--- src/tra_pkg.sv ---
`timescale 1ns / 1ps
// ----------------------------------------------------------------------------
// tra_pkg: shared types and constants of the tanh rational approximation
// Fixed-point widths, polynomial coefficients and the divider side-band type.
// ----------------------------------------------------------------------------
package tra_pkg;

  // port field widths
  localparam int SAMPLE_W = 16;
  localparam int ACT_W    = 16;

  // magnitude of the sample and its square (up to 2^15 and 2^30)
  localparam int MAG_W = 16;
  localparam int SQ_W  = 2 * MAG_W;
  localparam int Q_W   = 31;
  localparam int Q2P_W = 2 * Q_W;
  localparam int Q2_W  = 61;

  // scale of one unit of x^2 in the integer polynomials (2^24)
  localparam int U_SH = 24;

  // Horner intermediates
  localparam int LIMB_W = 32;
  localparam int N2_W   = 64;
  localparam int D2_W   = 67;
  localparam int PN_W   = LIMB_W + Q_W;
  localparam int D2H_W  = D2_W - LIMB_W;
  localparam int PDH_W  = D2H_W + Q_W;
  localparam int N3_W   = 94;
  localparam int N3H_W  = N3_W - 2 * LIMB_W;
  localparam int PA_W   = LIMB_W + MAG_W;
  localparam int PAH_W  = N3H_W + MAG_W;
  localparam int B_W    = 97;

  // dividend 8A + B and divisor 2B
  localparam int A_SH  = 3;
  localparam int NUM_W = 112;
  localparam int DEN_W = B_W + 1;

  // quotient in Q1.14
  localparam int FRAC_W = 14;
  localparam int QUO_W  = FRAC_W + 1;
  localparam logic [QUO_W-1:0] ONE_Q14 = QUO_W'(1) << FRAC_W;

  // numerator coefficients: x^7 term is one
  localparam int unsigned NC2 = 378;
  localparam int unsigned NC1 = 17325;
  localparam int unsigned NC0 = 135135;
  // denominator coefficients
  localparam int unsigned DC3 = 28;
  localparam int unsigned DC2 = 3150;
  localparam int unsigned DC1 = 62370;
  localparam int unsigned DC0 = 135135;

  // side band that travels with the partial remainder
  typedef struct packed {
    logic [QUO_W-1:0] quo;
    logic             neg;
    logic             eov;
  } div_side_t;

endpackage

--- src/tra_div_stage.sv ---
`timescale 1ns / 1ps
// ----------------------------------------------------------------------------
// tra_div_stage: one restoring division step
// Resolves quotient bit K by a compare and subtract of the divisor shifted
// by K, registered under the stage enable.
// ----------------------------------------------------------------------------
module tra_div_stage #(
  parameter int K = 1
) (
  input  logic                       clk_i,
  input  logic                       en_i,
  input  logic [tra_pkg::DEN_W+K:0]  rem_i,
  input  logic [tra_pkg::DEN_W-1:0]  den_i,
  input  tra_pkg::div_side_t         side_i,
  output logic [tra_pkg::NUM_W-1:0]  rem_o,
  output logic [tra_pkg::DEN_W-1:0]  den_o,
  output tra_pkg::div_side_t         side_o
);
  import tra_pkg::*;

  localparam int RIN_W  = DEN_W + K + 1;
  localparam int ROUT_W = DEN_W + K;

  logic [RIN_W:0]      diff;
  logic                ge;
  logic [ROUT_W-1:0]   rem_d, rem_q;
  logic [DEN_W-1:0]    den_q;
  div_side_t           side_d, side_q;

  // trial subtraction, borrow out decides the bit
  always_comb begin
    diff   = {1'b0, rem_i} - {1'b0, RIN_W'(den_i) << K};
    ge     = ~diff[RIN_W];
    rem_d  = ge ? diff[ROUT_W-1:0] : rem_i[ROUT_W-1:0];
    side_d = side_i;
    if (ge) begin
      side_d.quo = side_i.quo | (QUO_W'(1) << K);
    end
  end

  // stage register
  always_ff @(posedge clk_i) begin
    if (en_i) begin
      rem_q  <= rem_d;
      den_q  <= den_i;
      side_q <= side_d;
    end
  end

  assign rem_o  = NUM_W'(rem_q);
  assign den_o  = den_q;
  assign side_o = side_q;

endmodule

--- config.mk ---
export PLATFORM = sky130hd
export DESIGN_NAME = tra_div_stage
export DESIGN_NICKNAME = d
export VERILOG_FILES = /design/src/tra_pkg.sv /design/src/tra_div_stage.sv
export SDC_FILE = /design/constraint.sdc
export NUM_CORES = 1
export LEC_CHECK = 0
export ABC_AREA = 1
export BUFFER_PORTS_ARGS = -buffer_cell sky130_fd_sc_hd__clkbuf_2
export CORE_UTILIZATION = 35
export CTS_CLUSTER_DIAMETER = 30
export DETAILED_ROUTE_END_ITERATION = 6
export HOLD_SLACK_MARGIN = 0.08
export PLACE_DENSITY = 0.62
export SLEW_MARGIN = 10
export SYNTH_ARGS = -nofsm -noshare
export SYNTH_HDL_FRONTEND = slang
export SYNTH_SLANG_ARGS = --single-unit
--- constraint.sdc ---
create_clock -name clk_i -period 3.5 [get_ports clk_i]
set_clock_uncertainty 0.05 [all_clocks]
set_input_delay 1.05 -clock clk_i [delete_from_list [all_inputs] [get_ports clk_i]]
set_output_delay 1.05 -clock clk_i [all_outputs]
set_load 0.02 [all_outputs]
==> impl_results.md <==
- Synthesized cell area: roughly 18000 um2
- Vias: approximately 20000
- Critical path peak fanout: 4
- Antenna Violating Nets Remaining: 0
- Drt wl/cell: approximately 18 um
- Die width: roughly 230 um
- Initial Util: between 30 and 40%
- Sequential area share after synthesis: 35.41%
- Commonest cells after routing, fill and taps aside: 1099 x nand2_1, 586 x inv_1, 429 x clkbuf_2
- Number of global-route vias before repair: 19030
- Worst setup path class: input pin to flip-flop
- Status: complete, no violations
- Fmax: about 310 MHz
- Area contributors post-synth: edfxtp_1 35%, nand2_1 23%, inv_1 12%
- Setup bufs post-CTS: 0
- Top-area cell type share of the netlist area: a little over a third
- Total GRT Usage: about 28%
- Post-Place Cells: around 4200
- Final period utilization: between 90 and 100%
- Leading area contributor after synthesis: edfxtp_1
- Std cell rows: 83
- DR iter-0 viols: around 1400
- Fin. Hold Viols: 0
- DRT Pass-1 Iters: 5
- CP required: 3760 ps
- Mean Syn Cell Area: 6.597 um2
- Slew Limit Fails: 0
- Chip height: 229.7 um
- Root Driver: clkbuf_16
- CTS Buf Count: 55
- HP Class: input pin to flip-flop
- GP Congestion: approximately 1.0
- DRC: 0
- Cell mode on critical path: nand2_1
- Diode count: 0
- Post-CTS resize count: 0
- DIE AREA: about 53000 um2
- Post-synth cell types: 35
- Critical Path Max Stage Delay: between 300 and 400 ps
- Share of layout cells above drive strength 1: between 20% and 30%
- Worst setup SP type: input pin
- Max IR drop VDD: between 0.4 and 0.5 mV
- RSZ-0062 raised after global routing: false
- Max-cap violations: 0
- Post-Layout Cell Count: 4297
- Worst path cell trace: clkbuf_2 > inv_1 > ha_1 > nand2_1 > nor2_1 > inv_1 > o21ai_0 > inv_1 > nand2_1 > inv_1 > nand3_1 > nand2_1 > nand2_1 > nand2_1 > nand3_1 > nand2_1
- P&R area growth vs syn: 42.38%
- Setup TNS: 0 ps
- H-tree levels: 2
- Pin count of the biggest net entering global routing: between 60 and 70
- Final wirelength: 75.46 mm
- Vias per cell: 4.569
- Pwr per Cell Area: between 400 and 500 nW/um2
- GR Overflow Total: 0
- Nets@finish: between 3000 and 4000
- Final setup violation count: 0
- CTS tree: done
- DP Wirelength: ~64 mm
- Setup crit end kind: flip-flop
- Antenna violations before repair: 0
- Most common cell after layout, fill and taps aside: nand2_1
- First-pass GRT wire length: between 100 and 150 mm
- CTS sink cnt: 214
- Clock Tree Buf Depth: 3
- P_leak: 0.01479 uW
- #FFs+latches synth: 214
- Cts hold-fix bufs: 0
- Reg clk slew, reported paths: 50 ps
- Post-layout min period: 3253 ps
- Cells after synthesis: about 2800
- Number of port buffers: 430
- Core area: ~50000 um2
- I/O pins: about 440
- CP Data Arrival Time: between 3000 and 4000 ps
- Yosys Warn Count: 0
- Slowest stage cell, crit path: o21ai_0
==> per-stage QoR <==
step	utilization [%]	instance area, um2	hold slack, ps	setup slack, ps	power, uW
2_1_floorplan	-	18190	1099	488.8	5154
3_3_place_gp	46.52	23860	1177	-249.9	6792
3_5_place_dp	46.52	23860	1179	-247.0	6801
4_1_cts	50.37	25840	549.7	366.7	12260
5_1_grt	50.37	25840	559.7	152.4	12720
6_report	50.37	25840	572.1	246.5	12200
==> Yosys cell counts <==
master,count
a211oi_1,1
a21boi_0,1
a21o_1,1
a21oi_1,87
a21oi_2,2
and2_1,12
buf_1,6
buf_2,12
buf_4,21
buf_6,6
clkinv_1,1
conb_1,1
edfxtp_1,214
fa_1,1
ha_1,98
inv_1,586
inv_2,26
nand2_1,1099
nand2_2,4
nand2_4,1
nand3_1,166
nand3_2,32
nand3_4,1
nand3b_1,24
nand4_1,17
nor2_1,203
nor2_2,11
nor3_1,7
nor4_1,8
o21ai_0,22
o21ai_1,3
o21ai_2,2
o21bai_1,13
or2_1,1
xor2_1,61
==> state kept, by name, indices dropped and copies added, names as in the netlist <==
register	count
den_o	98
rem_q	99
side_o	17
==> per-layer routing <==
| layer | vias up | GRT usage, % | share of wire [%] | routed length, um |
|---|---|---|---|---|
| met5 | - | 0 | 0 | 0 |
| met4 | 0 | 7.347 | 2.2 | 1624 |
| met3 | 82 | 3.832 | 6.6 | 4984 |
| met2 | 646 | 46.32 | 46 | 34440 |
| met1 | 8843 | 38.23 | 46 | 34420 |
| li1 | 10060 | - | - | - |
==> report_power, final <==
part	internal (uW)	switching, uW
logic	1300	2200
clock network	3730	1680
registers	3200	95.6
==> layout make-up <==
cell class | count | area (um2)
Multi-Input combinational cell | 1891 | 9169
Fill cell | 5324 | 25460
Sequential cell | 214 | 6426
Clock inverter | 43 | 563.0
Clock buffer | 59 | 1413
Tap cell | 680 | 850.8
Inverter | 613 | 2301
Timing Repair Buffer | 797 | 5117
==> critical path, delay by kind of cell <==
| family | cells | cell delay, ps |
|---|---|---|
| buf+inv | 5 | 350 |
| simple gates | 9 | 1390 |
| compound gates | 1 | 380 |
| fa+ha+maj | 1 | 350 |
==> final timing paths <==
| path | to | depth (start not counted) | slack, ps | start |
|---|---|---|---|---|
| setup / recovery | rem_q[79]$_DFFE_PP_ | 16 | 250 | den_i[42] |
| hold / removal | side_o[16]$_DFFE_PP_ | 1 | 570 | side_i[16] |
==> cell families after synthesis <==
| logic type | Yosys count | share of synthesized area, % |
|---|---|---|
| fa+ha+maj | 99 | 6.867 |
| flops | 214 | 35.41 |
| compound gates | 132 | 3.944 |
| other cells | 1 | 0.02066 |
| buf+inv | 658 | 14.37 |
| simple gates | 1586 | 36.44 |
| xor+xnor | 61 | 2.944 |
Note: power is estimated with default switching activity, not from simulation.
